## config.mk

```make
export PLATFORM = sky130hd
export DESIGN_NAME = multipath_transit_time_flow
export DESIGN_NICKNAME = d
export VERILOG_FILES = /design/src/sv/mttf_pkg.sv /design/src/sv/mttf_ctrl.sv /design/src/sv/mttf_dp.sv /design/src/sv/multipath_transit_time_flow.sv
export SDC_FILE = /design/constraint.sdc
export NUM_CORES = 2
export LEC_CHECK = 0
export BUFFER_PORTS_ARGS = -buffer_cell sky130_fd_sc_hd__buf_2
export CAP_MARGIN = 15
export CELL_PAD_IN_SITES_DETAIL_PLACEMENT = 1
export CELL_PAD_IN_SITES_GLOBAL_PLACEMENT = 1
export CORE_UTILIZATION = 40
export CTS_CLUSTER_DIAMETER = 40
export CTS_CLUSTER_SIZE = 20
export DETAILED_ROUTE_END_ITERATION = 10
export PLACE_DENSITY_LB_ADDON = 0.2
export SLEW_MARGIN = 20
export SYNTH_ARGS = -nofsm -noshare
export SYNTH_HDL_FRONTEND = slang
export SYNTH_SLANG_ARGS = --single-unit
```

## constraint.sdc

```tcl
create_clock -name i_clk -period 23.7 [get_ports i_clk]
set_clock_uncertainty 0.2 [all_clocks]
set_input_delay 2.37 -clock i_clk [delete_from_list [all_inputs] [get_ports i_clk]]
set_output_delay 2.37 -clock i_clk [all_outputs]
set_load 0.02 [all_outputs]
```

## src/sv/mttf_pkg.sv

```systemverilog
// Shared types and constants for the multipath transit-time flow block.
`default_nettype none
package mttf_pkg;

    localparam int PATH_COUNT = 4;
    localparam int DIV_STEPS  = 64;
    localparam int CNT_W      = $clog2(DIV_STEPS);

    localparam logic [2:0] CFG_SCALE0  = 3'd0;
    localparam logic [2:0] CFG_SCALE1  = 3'd1;
    localparam logic [2:0] CFG_SCALE2  = 3'd2;
    localparam logic [2:0] CFG_SCALE3  = 3'd3;
    localparam logic [2:0] CFG_WEIGHT0 = 3'd4;
    localparam logic [2:0] CFG_WEIGHT1 = 3'd5;
    localparam logic [2:0] CFG_WEIGHT2 = 3'd6;
    localparam logic [2:0] CFG_WEIGHT3 = 3'd7;

    localparam logic signed [47:0] FLOW_MAX = 48'sh7FFF_FFFF_FFFF;
    localparam logic signed [47:0] FLOW_MIN = 48'sh8000_0000_0000;

    typedef struct packed {
        logic [1:0]  path_index;
        logic [31:0] time_upstream;
        logic [31:0] time_downstream;
        logic        last_path;
    } t_in_item;

    typedef struct packed {
        logic signed [31:0] path_velocity;
        logic               bad_time;
        logic               flow_valid;
        logic signed [47:0] flow_rate;
    } t_out_item;

    typedef struct packed {
        logic load;
        logic mul_num;
        logic mul_den;
        logic div_step;
        logic vel;
        logic mul_w;
        logic acc;
    } t_dp_cmd;

    typedef struct packed {
        logic skip_div;
        logic out_busy;
    } t_dp_status;

endpackage
`default_nettype wire

```

## src/sv/mttf_ctrl.sv

```systemverilog
// Sequencer for the flow block: load, multiplies, bit-serial divide, accumulate.
`default_nettype none
module mttf_ctrl
    import mttf_pkg::*;
(
    input  wire        i_clk,
    input  wire        i_rst_n,
    input  wire        i_in_valid,
    output logic       o_in_stall,
    input  t_dp_status i_status,
    output t_dp_cmd    o_cmd
);

    localparam logic [2:0] S_IDLE = 3'd0;
    localparam logic [2:0] S_MULN = 3'd1;
    localparam logic [2:0] S_MULD = 3'd2;
    localparam logic [2:0] S_DIV  = 3'd3;
    localparam logic [2:0] S_VEL  = 3'd4;
    localparam logic [2:0] S_MULW = 3'd5;
    localparam logic [2:0] S_ACC  = 3'd6;

    logic [2:0]       r_state, n_state;
    logic [CNT_W-1:0] r_cnt, n_cnt;

    always_comb begin
        n_state    = r_state;
        n_cnt      = r_cnt;
        o_cmd      = '0;
        o_in_stall = 1'b1;
        unique case (r_state)
            S_IDLE: begin
                o_in_stall = 1'b0;
                n_cnt      = '0;
                if (i_in_valid) begin
                    o_cmd.load = 1'b1;
                    n_state    = S_MULN;
                end
            end
            S_MULN: begin
                o_cmd.mul_num = 1'b1;
                n_state       = S_MULD;
            end
            S_MULD: begin
                o_cmd.mul_den = 1'b1;
                n_state       = i_status.skip_div ? S_VEL : S_DIV;
            end
            S_DIV: begin
                o_cmd.div_step = 1'b1;
                n_cnt          = r_cnt + 1'b1;
                if (r_cnt == CNT_W'(DIV_STEPS - 1)) begin
                    n_state = S_VEL;
                end
            end
            S_VEL: begin
                o_cmd.vel = 1'b1;
                n_state   = S_MULW;
            end
            S_MULW: begin
                o_cmd.mul_w = 1'b1;
                n_state     = S_ACC;
            end
            S_ACC: begin
                if (!i_status.out_busy) begin
                    o_cmd.acc = 1'b1;
                    n_state   = S_IDLE;
                end
            end
            default: begin
                n_state = S_IDLE;
            end
        endcase
    end

    always_ff @(posedge i_clk) begin
        if (!i_rst_n) begin
            r_state <= S_IDLE;
            r_cnt   <= '0;
        end else begin
            r_state <= n_state;
            r_cnt   <= n_cnt;
        end
    end

endmodule
`default_nettype wire

```

## src/sv/mttf_dp.sv

```systemverilog
// Datapath: registers, shared 32x32 multiplier, restoring divider, accumulator.
`default_nettype none
module mttf_dp
    import mttf_pkg::*;
(
    input  wire         i_clk,
    input  wire         i_rst_n,
    input  wire         i_cfg_we,
    input  wire  [2:0]  i_cfg_index,
    input  wire  [31:0] i_cfg_data,
    input  t_in_item    i_in_data,
    input  t_dp_cmd     i_cmd,
    output t_dp_status  o_status,
    output logic        o_out_valid,
    input  wire         i_out_stall,
    output t_out_item   o_out_data
);

    logic [31:0] r_scale_cfg [PATH_COUNT];
    logic [31:0] r_weight_cfg [PATH_COUNT];

    logic [31:0] r_scale, r_weight, r_tup, r_tdown, r_diff;
    logic        r_neg, r_bad, r_skip, r_last;
    logic [63:0] r_num, r_den, r_rem;
    logic [31:0] r_vmag;
    logic        r_vneg;
    logic [47:0] r_term;
    logic signed [63:0] r_acc;
    logic        r_out_valid;
    t_out_item   r_out;

    logic        path_ok;
    logic [31:0] sel_scale, sel_weight;
    logic        in_bad;
    logic [31:0] mul_a, mul_b;
    logic [63:0] prod;
    logic [64:0] rem_sh, rem_sub;
    logic [31:0] vmag;
    logic signed [63:0] term_s;
    logic signed [64:0] sum;
    logic signed [63:0] acc_new;
    logic signed [47:0] flow_sat;

    always_ff @(posedge i_clk) begin
        if (!i_rst_n) begin
            for (int i = 0; i < PATH_COUNT; i++) begin
                r_scale_cfg[i]  <= '0;
                r_weight_cfg[i] <= '0;
            end
        end else if (i_cfg_we) begin
            unique case (i_cfg_index)
                CFG_SCALE0:  r_scale_cfg[0]  <= i_cfg_data;
                CFG_SCALE1:  r_scale_cfg[1]  <= i_cfg_data;
                CFG_SCALE2:  r_scale_cfg[2]  <= i_cfg_data;
                CFG_SCALE3:  r_scale_cfg[3]  <= i_cfg_data;
                CFG_WEIGHT0: r_weight_cfg[0] <= i_cfg_data;
                CFG_WEIGHT1: r_weight_cfg[1] <= i_cfg_data;
                CFG_WEIGHT2: r_weight_cfg[2] <= i_cfg_data;
                CFG_WEIGHT3: r_weight_cfg[3] <= i_cfg_data;
                default: ;
            endcase
        end
    end

    assign path_ok    = 32'(i_in_data.path_index) < PATH_COUNT;
    assign sel_scale  = path_ok ? r_scale_cfg[i_in_data.path_index] : '0;
    assign sel_weight = path_ok ? r_weight_cfg[i_in_data.path_index] : '0;
    assign in_bad     = (i_in_data.time_upstream == '0) || (i_in_data.time_downstream == '0);

    always_comb begin
        mul_a = r_weight;
        mul_b = r_vmag;
        if (i_cmd.mul_num) begin
            mul_a = r_scale;
            mul_b = r_diff;
        end else if (i_cmd.mul_den) begin
            mul_a = r_tup;
            mul_b = r_tdown;
        end
    end
    assign prod = mul_a * mul_b;

    assign rem_sh  = {r_rem, r_num[63]};
    assign rem_sub = rem_sh - {1'b0, r_den};

    always_comb begin
        if (r_skip) begin
            vmag = '0;
        end else if (r_neg) begin
            vmag = (r_num > 64'h8000_0000) ? 32'h8000_0000 : r_num[31:0];
        end else begin
            vmag = (r_num > 64'h7FFF_FFFF) ? 32'h7FFF_FFFF : r_num[31:0];
        end
    end

    assign term_s  = r_vneg ? -{16'd0, r_term} : {16'd0, r_term};
    assign sum     = {r_acc[63], r_acc} + {term_s[63], term_s};
    assign acc_new = (sum[64] != sum[63]) ? (sum[64] ? {1'b1, 63'd0} : {1'b0, {63{1'b1}}})
                                          : sum[63:0];

    always_comb begin
        if (acc_new[63:47] == {17{1'b0}} || acc_new[63:47] == {17{1'b1}}) begin
            flow_sat = acc_new[47:0];
        end else begin
            flow_sat = acc_new[63] ? FLOW_MIN : FLOW_MAX;
        end
    end

    always_ff @(posedge i_clk) begin
        if (i_cmd.load) begin
            r_scale  <= sel_scale;
            r_weight <= sel_weight;
            r_tup    <= i_in_data.time_upstream;
            r_tdown  <= i_in_data.time_downstream;
            r_neg    <= i_in_data.time_upstream < i_in_data.time_downstream;
            r_diff   <= (i_in_data.time_upstream < i_in_data.time_downstream)
                      ? i_in_data.time_downstream - i_in_data.time_upstream
                      : i_in_data.time_upstream - i_in_data.time_downstream;
            r_bad    <= in_bad;
            r_skip   <= in_bad || (sel_scale == '0);
            r_last   <= i_in_data.last_path;
            r_rem    <= '0;
        end
        if (i_cmd.mul_num) begin
            r_num <= prod;
        end
        if (i_cmd.mul_den) begin
            r_den <= prod;
        end
        if (i_cmd.div_step) begin
            if (!rem_sub[64]) begin
                r_rem <= rem_sub[63:0];
                r_num <= {r_num[62:0], 1'b1};
            end else begin
                r_rem <= rem_sh[63:0];
                r_num <= {r_num[62:0], 1'b0};
            end
        end
        if (i_cmd.vel) begin
            r_vmag <= vmag;
            r_vneg <= r_neg && !r_skip;
        end
        if (i_cmd.mul_w) begin
            r_term <= prod[63:16];
        end
        if (i_cmd.acc) begin
            r_out.path_velocity <= r_vneg ? -$signed(r_vmag) : $signed(r_vmag);
            r_out.bad_time      <= r_bad;
            r_out.flow_valid    <= r_last;
            r_out.flow_rate     <= r_last ? flow_sat : '0;
        end
    end

    always_ff @(posedge i_clk) begin
        if (!i_rst_n) begin
            r_acc       <= '0;
            r_out_valid <= 1'b0;
        end else begin
            if (i_cmd.acc) begin
                r_acc       <= r_last ? '0 : acc_new;
                r_out_valid <= 1'b1;
            end else if (!i_out_stall) begin
                r_out_valid <= 1'b0;
            end
        end
    end

    assign o_status.skip_div = r_skip;
    assign o_status.out_busy = r_out_valid && i_out_stall;
    assign o_out_valid       = r_out_valid;
    assign o_out_data        = r_out;

endmodule
`default_nettype wire

```

## src/sv/multipath_transit_time_flow.sv

```systemverilog
// Top level of the multipath transit-time flow block.
// Each transaction carries one path measurement and returns one result: the
// path velocity (signed Q16.16, saturated), a bad-time flag and, on the last
// path of a set, the accumulated flow (signed Q32.16, saturated to 48 bits).
// The result is registered after load, the two multiplies, the bit-serial
// 64-bit divider, the velocity step, the weight multiply and accumulate; the
// shared 32x32 multiplier is used three times. The next transaction is taken
// once the result is in the output register. A path with a zero time or zero
// scale skips the divider. A finished result waits in the output register
// while the next transaction is taken. Configuration writes are registered.
`default_nettype none
module multipath_transit_time_flow
    import mttf_pkg::*;
(
    input  wire        i_clk,
    input  wire        i_rst_n,
    input  wire        i_cfg_we,
    input  wire [2:0]  i_cfg_index,
    input  wire [31:0] i_cfg_data,
    input  wire        i_in_valid,
    output logic       o_in_stall,
    input  t_in_item   i_in_data,
    output logic       o_out_valid,
    input  wire        i_out_stall,
    output t_out_item  o_out_data
);

    t_dp_cmd    cmd;
    t_dp_status status;

    mttf_ctrl u_ctrl (
        .i_clk      (i_clk),
        .i_rst_n    (i_rst_n),
        .i_in_valid (i_in_valid),
        .o_in_stall (o_in_stall),
        .i_status   (status),
        .o_cmd      (cmd)
    );

    mttf_dp u_dp (
        .i_clk       (i_clk),
        .i_rst_n     (i_rst_n),
        .i_cfg_we    (i_cfg_we),
        .i_cfg_index (i_cfg_index),
        .i_cfg_data  (i_cfg_data),
        .i_in_data   (i_in_data),
        .i_cmd       (cmd),
        .o_status    (status),
        .o_out_valid (o_out_valid),
        .i_out_stall (i_out_stall),
        .o_out_data  (o_out_data)
    );

endmodule
`default_nettype wire

```

Word level (Yosys, flattened, before mapping)
Memory sizes are Yosys's and may differ from the RTL's. A register that Yosys moved wholly into a read port is not among the register bits. Index checks and enable logic that the tools add are counted.

Bitwise logic cells: 8. Reductions and logical operators: 16. Order comparisons: 3. Multiply operators: 1. Add/sub/neg operators: 7. Mux-type cells: 80. Eq/ne operators: 20.

Operators with widths (count): 2-to-1 mux 64 bit (9); 2-to-1 mux 32 bit (17); zero test 32 bit (3); 2-to-1 mux 48 bit (2); adder 64 x 64 -> 65 bit (1); subtractor 65 x 64 -> 65 bit (1); greater-than comparator 64 x 31 -> 1 bit (second input constant) (1); greater-than comparator 64 x 32 -> 1 bit (second input constant) (1); multiplier 32 x 32 -> 64 bit (1); negator 48 -> 64 bit (1); subtractor 32 bit (2); 2-to-1 mux 1 bit (46); less-than comparator 32 bit (1); negator 32 bit (1); equality test 3 bit (second input constant) (7); one-hot mux 3 bit (7 select lines) (1); equality test 17 bit (second input constant) (1); zero test 17 bit (1); equality test 3 x 2 -> 1 bit (second input constant) (4); 2-to-1 mux 3 bit (4); one-hot mux 6 bit (2 select lines) (1); OR 1 bit (8); adder 6 x 1 -> 6 bit (second input constant) (1); equality test 3 x 1 -> 1 bit (second input constant) (2); 10 further kinds (18).

Memories kept: 2. Logic and storage cells: 159. Output and inout port bits: 84. Flip-flop bits (word level): 561. Memory bits (writable): 256.

Memories: u_dp.r_scale_cfg (words 4, width 32, read ports 1, clocked after memory_dff 0, write ports 4, line mttf_dp.sv:19) `logic [31:0] r_scale_cfg [PATH_COUNT];`; u_dp.r_weight_cfg (words 4, width 32, read ports 1, clocked after memory_dff 1, write ports 4, line mttf_dp.sv:20) `logic [31:0] r_weight_cfg [PATH_COUNT];`.

Logic depth before layout (Yosys ltp)
Depth in word-level cells: 8. Gate-level depth with buffers: 40.

By module
A second synthesis with hierarchy kept.

Cells, all modules: 8054. Area, all modules: 79702.7 sq um.

Modules (own cells, without submodules): mttf_dp (area an instance 79082.1 sq um, times used 1, sequential area each 24573.6 sq um, cells each 7979); mttf_ctrl (area an instance 620.6 sq um, times used 1, sequential area each 180.2 sq um, cells each 75).

Least setup slack after synthesis
OpenSTA, ideal clock, no wires.

Path type: flip-flop to flip-flop. Start: reg u_ctrl.r_state[0]. End: reg u_dp.r_num[59] (data pin). Stages on the path, launching flop included: 37. Buffers on the path: 5. Data arrival time: 12.354 ns. Setup time: 0.260 ns. Period minus slack after synthesis: 12.813 ns. Path slack: 10.887 ns. Cells stage by stage: dfxtp_1 clkbuf_1 nor2b_1 and2_1 clkbuf_1 clkbuf_1 clkbuf_1 nor2_1 a21oi_1 clkbuf_1 nor2_1 fa_1 fa_1 fa_1 inv_1 fa_1 inv_1 fa_1 inv_1 fa_1 inv_1 fa_1 fa_1 ha_1 a21oi_1 o21ai_0 a2111oi_0 o21ai_0 o2111ai_1 a2111o_1 a211oi_1 o21ai_1 o22ai_1 or2_2 a31oi_1 xnor2_1 mux2_2.

Longest elaborated chain between the ends: 7.

Ends and longest elaborated chain: from (decl) (line mttf_ctrl.sv:22) `logic [2:0] r_state, n_state;`; from (signal assigned) (line mttf_ctrl.sv:79) `r_state <= n_state;`; equality test 3 x 2 -> 1 bit (line mttf_ctrl.sv:30) `unique case (r_state)`; 2-to-1 mux 1 bit (line mttf_ctrl.sv:30); 2-to-1 mux 32 bit (line mttf_dp.sv:76) `end else if (i_cmd.mul_den) begin`; 2-to-1 mux 32 bit (line mttf_dp.sv:73) `if (i_cmd.mul_num) begin`; multiplier 32 x 32 -> 64 bit (*) (line mttf_dp.sv:81) `assign prod = mul_a * mul_b;`; via u_dp.prod[59] (line mttf_dp.sv:36) `logic [63:0] prod;`; 2-to-1 mux 64 bit (*) (line mttf_dp.sv:124) `if (i_cmd.mul_num) begin`; 2-to-1 mux 64 bit (*) (line mttf_dp.sv:130) `if (i_cmd.div_step) begin`; to (signal assigned) (line mttf_dp.sv:125) `r_num <= prod;`; to (signal assigned) (line mttf_dp.sv:133) `r_num <= {r_num[62:0], 1'b1};`; to (signal assigned) (line mttf_dp.sv:136) `r_num <= {r_num[62:0], 1'b0};`; to (decl) (line mttf_dp.sv:24) `logic [63:0] r_num, r_den, r_rem;`.

Mark *: on every way through the listed nets, which the timed path passes. The rest lies on a longest branch. The select of a mux whose other input is x is not followed. A chain may end at the register's enable or synchronous reset.

Worst setup path in the final report
Same ends and word-level chain as after synthesis.

==> metrics <==
RSZ-0062 raised after global routing no; via count 59.1k; Avg Cell Area, Syn 9.93 um2; count leader, synth inv_1; Yosys top cell area share 29.8%; global-route wire length before repair 412000 um; placed instance area 82300 um2; Seq/Total Area, Yosys 31.7%; initial core utilization 40.4%; worst path buffer plus inverter count 6; crit share post-route 54.4%; Syn. warnings 0; CORE AREA 193000 um2; TNS Setup 0 ns; Mapped Cells 7876; Total GRT Usage 28.0%; total of max-cap violations 0; critical path arrival 13.21 ns; Top FF cell, synth edfxtp_1; DIE AREA 197000 um2; Crit-path slowest cell buf_4; CTS tree yes; top cells by count, synth inv_1, nand2_1, fa_1, nor2_1, edfxtp_1; Worst-path clk slew 0.06 ns; Resized cells post-CTS 0; distinct cell type count after synthesis 87; # hold bufs at CTS 0; CTS Sinks 849; EDFF count, synth 775; clock buffer count from CTS 133; crit-path max FO 75; Worst-Skew Late Latency 0.78 ns; relative slew slack 25.1%; antenna viol nets, final 0; largest net degree at the start of global routing 84; PortBufs 190; Min-Delay Path Class reg2reg; GPL Wtd Cong 0.928; Area contributors post-synth edfxtp_1, fa_1, ha_1; Syn Nets 9342; Max Clk Rate 77.5 MHz; synthesized area 78200 um2; DRT iter0 DRCs 3923; vias per cell 5.59; CP Launch Type flop; Final setup viols 0; vias in the first global route 63.9k; Area Growth Syn to Fin 11.1%; H-tree depth 4; ys async rst share 0%; status complete, no violations; crit-path max cell delay 0.74 ns; Total Wirelength 276000 um; DRC 0; Routed WL per cell 26.1 um; Crit path top cell by count fa_1; Final Hold Fails 0; IO Pins 191; non-filler instance count after layout 10.6k; critical path type reg2reg; critical path endpoint category flop; register bit total from synthesis 849; Rows 161; Post-CTS Setup Inserts 0; share of layout cells above drive strength 1 9.63%; first-pass detailed-route iteration total 6; GRT Residual Overflow 0; final count of pins violating max slew 0; fin nets 9398; area leader, netlist edfxtp_1; DP Cell Count 10.3k; Crit path max-delay family adder cells; Die X 444 um; CTS root buffer clkbuf_16; Die Y 444 um; Clock Tree Buf Depth 3; antenna violations before repair 7; Post-DP HPWL 210000 um; Worst Max-Slew Pin Slew 1.12 ns; fin crit period 12.90 ns; Worst EP required 24.01 ns; Final Instance Area 86900 um2
[worst paths after layout]
check / from / endpoint / slack, ns / depth (start not counted)
setup / recovery: u_ctrl.r_state[0] / u_dp.r_num[59] / 10.80 / 32
hold / removal: u_dp.r_bad / u_dp.o_out_data[49] / 0.22 / 0
setup reg to reg: u_ctrl.r_state[0] / u_dp.r_num[59] / 10.80 / 32
hold reg to reg: u_dp.r_bad / u_dp.o_out_data[49] / 0.22 / 0
[layout make-up]
cell class / count / area [um2]
diodes: 3 / 7.51
fillers: 21455 / 106000
well taps: 2526 / 3160
repair buffers: 335 / 2060
clock inverters: 98 / 1080
multi-input cells: 5577 / 48500
inverters: 1036 / 3890
flip-flops and latches: 849 / 24800
clock buffers: 145 / 3430
[metal layers]
metal	vias to the layer above	global-route usage, %	wire length, um
li1	26174	-	-
met1	30754	34.9	114000
met2	1622	48.9	137000
met3	532	3.52	12700
met4	6	11.6	12800
met5	-	0	41
[registers in the layout, indices dropped and copies added, names as in the netlist, 3 cells and up]
register           count
u_dp.r_num            64
u_dp.r_acc            64
u_dp.r_scale          32
u_dp.r_vmag           32
u_dp.r_diff           32
u_dp.r_scale_cfg     128
u_ctrl.r_cnt           6
u_dp.r_rem            64
u_dp.r_den            64
u_dp.r_term           48
u_dp.r_tdown          32
u_dp.r_tup            32
u_dp.r_weight_cfg    128
u_ctrl.r_state         3
u_dp.r_weight         32
u_dp.o_out_data       82
[worst register-to-register path, delay by kind of cell (launching register included)]
kind,cells,cell delay [ns]
fa+ha+maj,9,4.66
buf+inv,6,2.75
compound gates,10,2.59
simple gates,5,1.46
flops,1,0.50
mux,1,0.27
xor+xnor,1,0.18
[stage by stage]
stage,hold WS (ns),utilization (%),setup WS [ns]
floorplan,0.200,-,10.89
global placement,0.203,42.6,11.15
detailed placement,0.206,42.6,10.87
CTS,0.221,44.9,10.80
global route,0.243,44.9,10.23
finish,0.219,44.9,10.80
[layout by cell type, fill, tap and decap left out, types with 79 or more instances in the layout]
cell type	instances
edfxtp_1	775
nor2_1	805
and2_1	283
o21ai_0	263
clkbuf_16	134
nor2b_1	91
mux2i_1	79
ha_1	458
inv_1	1033
buf_4	145
fa_1	900
a21oi_1	333
nand2_1	950
buf_2	189
xnor2_1	190
a21o_1	198
[cells by family after synthesis]
group / after synthesis / share of synthesized area [%]
compound gates: 1295 / 10.5
simple gates: 2490 / 14.3
xor+xnor: 277 / 3.10
buf+inv: 1450 / 7.00
mux: 156 / 3.04
flops: 849 / 31.7
fa+ha+maj: 1359 / 30.4
Power is left out: the tool's default activity adds up to more than one toggle a clock period on the data nets, which glitch-free logic cannot reach.
